==> src/design/mme_pkg.sv <==
// Shared types and constants for the matrix multiply engine.
// No dependencies; imported by the interface users, mme_mac and matrix_multiply_engine.
package mme_pkg;

    localparam int CFG_W  = 7;    // width of a size register
    localparam int IDX_W  = 6;    // width of a row or column index
    localparam int ELEM_W = 16;   // Q1.15 element
    localparam int PROD_W = 32;   // Q2.30 product
    localparam int SUM_W  = 38;   // Q8.30 sum
    localparam int DIM_W  = 11;   // holds any effective size up to 1024

    typedef logic [DIM_W-1:0] t_dim;

    // request codes; code 3 is ignored
    typedef logic [1:0] t_req_code;
    localparam t_req_code REQ_WR_A = 2'd0;
    localparam t_req_code REQ_WR_B = 2'd1;
    localparam t_req_code REQ_RD_C = 2'd2;

    // configuration register indexes; index 3 is ignored
    typedef logic [1:0] t_cfg_idx;
    localparam t_cfg_idx CFG_ROWS_M  = 2'd0;
    localparam t_cfg_idx CFG_INNER_N = 2'd1;
    localparam t_cfg_idx CFG_COLS_K  = 2'd2;

    localparam logic [CFG_W-1:0] CFG_RESET = 7'd64;

    typedef struct packed {
        t_req_code                 req_type;
        logic [IDX_W-1:0]          row_index;
        logic [IDX_W-1:0]          col_index;
        logic signed [ELEM_W-1:0]  elem_value;
    } t_req;

    typedef struct packed {
        logic signed [SUM_W-1:0] product_value;
        logic                    bad_index;
    } t_rsp;

    typedef struct packed {
        t_cfg_idx          reg_index;
        logic [CFG_W-1:0]  wr_data;
    } t_cfg;

    // control from the sequencer to the MAC unit
    typedef struct packed {
        logic clear;   // zero the accumulator
        logic vld;     // operands valid this cycle
        logic last;    // final term of the dot product
    } t_mac_ctl;

    // effective size: register value saturated to the build maximum
    function automatic t_dim clamp_dim(input logic [CFG_W-1:0] v, input t_dim maxv);
        t_dim ve;
        ve = DIM_W'(v);
        return (ve > maxv) ? maxv : ve;
    endfunction

endpackage

==> src/design/mme_mac.sv <==
// Pipelined multiply-accumulate: registered Q2.30 product of Q1.15 operands, then Q8.30 sum.
// Depends on mme_pkg (t_mac_ctl, widths).
module mme_mac (
    input  logic                            i_clk,
    input  logic                            i_rst_n,
    input  mme_pkg::t_mac_ctl               i_ctl,
    input  logic signed [mme_pkg::ELEM_W-1:0] i_a,
    input  logic signed [mme_pkg::ELEM_W-1:0] i_b,
    output logic signed [mme_pkg::SUM_W-1:0]  o_sum,
    output logic                            o_done
);
    import mme_pkg::*;

    logic signed [PROD_W-1:0] r_prod;
    logic                     r_p_vld;
    logic                     r_p_last;
    logic signed [SUM_W-1:0]  r_acc;
    logic                     r_done;

    always_ff @(posedge i_clk) begin
        r_prod <= i_a * i_b;
        if (i_ctl.clear) begin
            r_acc <= '0;
        end else if (r_p_vld) begin
            r_acc <= r_acc + SUM_W'(r_prod);   // wraps mod 2^38
        end
        if (!i_rst_n) begin
            r_p_vld  <= 1'b0;
            r_p_last <= 1'b0;
            r_done   <= 1'b0;
        end else begin
            r_p_vld  <= i_ctl.vld;
            r_p_last <= i_ctl.vld && i_ctl.last;
            r_done   <= r_p_vld && r_p_last;
        end
    end

    assign o_sum  = r_acc;
    assign o_done = r_done;
endmodule

==> config.mk <==
export PLATFORM = sky130hd
export DESIGN_NAME = mme_mac
export DESIGN_NICKNAME = d
export VERILOG_FILES = /design/src/design/mme_pkg.sv /design/src/design/mme_mac.sv
export SDC_FILE = /design/constraint.sdc
export NUM_CORES = 1
export LEC_CHECK = 0
export BUFFER_PORTS_ARGS = -buffer_cell sky130_fd_sc_hd__buf_2
export CAP_MARGIN = 20
export CORE_MARGIN = 1
export CORE_UTILIZATION = 50
export CTS_BUF_LIST = sky130_fd_sc_hd__clkbuf_8 sky130_fd_sc_hd__clkbuf_16
export DETAILED_ROUTE_END_ITERATION = 7
export HOLD_SLACK_MARGIN = 0.02
export PLACE_DENSITY = 0.75
export SLEW_MARGIN = 20
export SYNTH_ARGS = -nofsm -noshare
export SYNTH_HDL_FRONTEND = slang
export SYNTH_SLANG_ARGS = --single-unit
==> constraint.sdc <==
create_clock -name i_clk -period 12.7 [get_ports i_clk]
set_clock_uncertainty 0.1 [all_clocks]
set_input_delay 0.635 -clock i_clk [delete_from_list [all_inputs] [get_ports i_clk]]
set_output_delay 0.635 -clock i_clk [all_outputs]
set_load 0.005 [all_outputs]
==> impl_metrics.py <==
metrics = {
    "run_status": {
        "status": "finished, final reports clean",
    },
    "routing": {
        "drt-vias-per-instance": 5.32,
        "wl_mm": 30.6,
        "dr.pass1.iters": 5,
        "drc": 0,
        "drtAntennaViolNets": 0,
        "drt_iter0_markers": 625,
        "wl_per_cell_um": 15.8,
        "vias": 10300,
    },
    "floorplan": {
        "ios": 76,
        "fp.coreArea_um2": 27100,
        "rows": 60,
        "start_util_pct": 51.3,
        "die_h_um": 169,
        "die_w_um": 169,
        "dieArea_um2": 28500,
    },
    "setup_path": {
        "critPathLaunchType": "input port",
        "crit_slowest_cell": "fa_1",
        "max_stage_delay_ns": 0.57,
        "critPathTopFamily": "adder cells",
        "cp_num_buf_inv": 2,
        "critPathRequiredTime_ns": 12.83,
        "critical_path_arrival_ns": 6.51,
        "cp_common_cell": "fa_1",
        "worst-path-max-fanout": 16,
        "path_cells": "buf_2, nand2_1, fa_1, fa_1, fa_1, fa_1, inv_1, fa_1, fa_1, ha_1, a211oi_1, o21ai_0, a41oi_1, o211ai_1, a2111oi_2, nor2_1, a41oi_1, a31oi_1, xor2_1",
        "crit_type": "in -> reg",
        "worstSetupEndpointType": "register",
        "reg2reg_slack_ns": 9.50,
    },
    "cts": {
        "cts.clk_slew.worst_paths_ns": 0.06,
        "post_cts.repair.setup_buffers": 0,
        "clockRootBuffer": "clkbuf_16",
        "clock_latency_ns": 0.35,
        "cts_tree": "yes",
        "h-tree-depth": 3,
        "cts_resized": 0,
        "cts.sinks": 73,
        "numCtsBuffers": 9,
        "clockBufferDepth": 2,
        "ctsHoldBuffers": 0,
    },
    "global_routing": {
        "antenna_found_initial": 0,
        "grt_pass1_wl_mm": 50.6,
        "grt_max_degree": 59,
        "use_met2_pct": 40.2,
        "grt_pass1_vias": 10700,
        "grtUsageTotal_pct": 22.4,
        "busiest_layer": "met2",
        "grt_use_met1_pct": 27.4,
        "overflow": 0,
        "use_met3_pct": 2.31,
    },
    "min_path": {
        "hold_path_class": "reg -> reg",
    },
    "timing": {
        "finalSetupViolCount": 0,
        "slew_violations": 0,
        "worst_pin_slew_ns": 0.944,
        "grt_setup_unrepaired": "false",
        "fin_hold_ws_ns": 0.368,
        "slew_headroom_pct": 37.1,
        "final_hold_viol_count": 0,
        "max_freq_ghz": 0.157,
        "fin_crit_sh_pct": 50.3,
        "setup_slack_ns": 6.32,
        "min_period_ns": 6.38,
        "fin_tns_setup_ns": 0,
    },
    "synthesis": {
        "yosys-top-cells-area": "fa_1, ha_1, dfxtp_1",
        "yosysTopAreaCellShare_pct": 37.9,
        "ys_seq_area_share_pct": 10.5,
        "yosysWarnings": 0,
        "synth.largest_area_cell": "fa_1",
        "synth_cells": 1523,
        "ys_async_sr_fraction_pct": 0,
        "synth_common_cells": "inv_1, fa_1, nand2_1",
        "avgSynthCellArea_um2": 9.13,
        "synth_seq_cells": 73,
        "syn-num-nets": 1942,
        "synth_flop_cell": "dfxtp_1",
        "synth.distinct_cells": 69,
        "synth_enable_flop_cells": 0,
        "syn_area_um2": 13900,
        "yosysMostFrequentCell": "inv_1",
    },
    "layout": {
        "stdcell_count": 1939,
        "fill_cells": 2429,
        "multiInputGateArea_um2": 11100,
        "drive_gt1_share_pct": 7.02,
        "syn2layout_area_growth_pct": 7.23,
        "nets": 1981,
        "layout.area.seq_um2": 1460,
        "antenna_cells": 0,
    },
    "placed_design": {
        "dp_worst_setup_slack_ns": 5.98,
        "gp_congestion": 0.904,
        "placedCellCount": 1923,
        "hpwl_mm": 25.5,
        "io_buffers": 75,
    },
    "run": {
        "maxCapViolCount": 0,
    },
}
kinds of logic (layout without fill, tap and decap cells):
kind of cell	Yosys count	after routing	synth area share [%]
AOI/OAI and AO/OA	191	191	9.75
xor gates and xnor gates	60	60	3.78
adders and majority gates	382	382	48.6
buffers and inverters	347	391	9.44
DFF	73	73	10.5
muxes	27	27	1.96
and+or+nand+nor	443	443	16.0
final cells by class:
class / count / share of cell area [%]
sequential: 73 / 9.81
clock buffer: 10 / 1.60
clock inverter: 6 / 0.714
inverter: 299 / 7.53
multi-input combinational: 1103 / 74.6
timing repair buffer: 76 / 2.57
tap: 372 / 3.12
layer usage:
metal	wire, um	part of all wire (%)
met3	1150	3.7
met2	15700	51
met4	1130	3.7
met5	0	0
met1	12700	41
flip-flops by register name, indices dropped and copies added (netlist names):
signal    flops
r_p_last      1
r_p_vld       1
r_prod       32
o_sum        38
o_done        1
through the flow:
step	cell area (um^2)	utilization, %
global route	14900	55.0
detailed placement	14600	53.7
global placement	14600	53.7
CTS	14900	55.0
floorplan	13900	-
finish	14900	55.0
layout by cell type (no fill, tap or decap), types with 3 or more instances in the layout:
cell type and instances:
inv_1 300, fa_1 263, nand2_1 154, and2_1 133, ha_1 119, buf_2 75
nor2_1 73, dfxtp_1 72, a21oi_1 47, xnor2_1 40, o21ai_0 34, mux2i_1 25
a21o_1 21, xor2_1 20, nand2b_1 14, o21a_1 14, nand3_1 13, nor3_1 12
a31oi_1 11, o21bai_1 10, nor2b_1 9, a211oi_1 9, clkbuf_16 9, nand4_1 7
nor3b_1 6, o31ai_1 5, and3_1 4, o211ai_1 4, or3_1 4, a41oi_1 3
nand4b_1 3, o22ai_1 3, bufinv_16 3
worst paths after layout:
kind / start / end / depth (start not counted)
worst min-delay path: r_p_last / o_done / 1
worst max-delay path: i_a[10] / r_prod[30] / 19
worst min register to register: r_p_last / o_done / 1
worst max register to register: o_sum[0] / o_sum[22] / 12
worst register-to-register path: cells and delay by family (launching register included):
family | cells | cell delay (ns)
flops | 1 | 0.37
compound gates | 7 | 1.30
buf+inv | 1 | 0.06
simple gates | 2 | 0.62
fa+ha+maj | 2 | 0.64
Power is not shown: default switching activity piles up to over one toggle a cycle in this logic, so the estimate is an artifact.
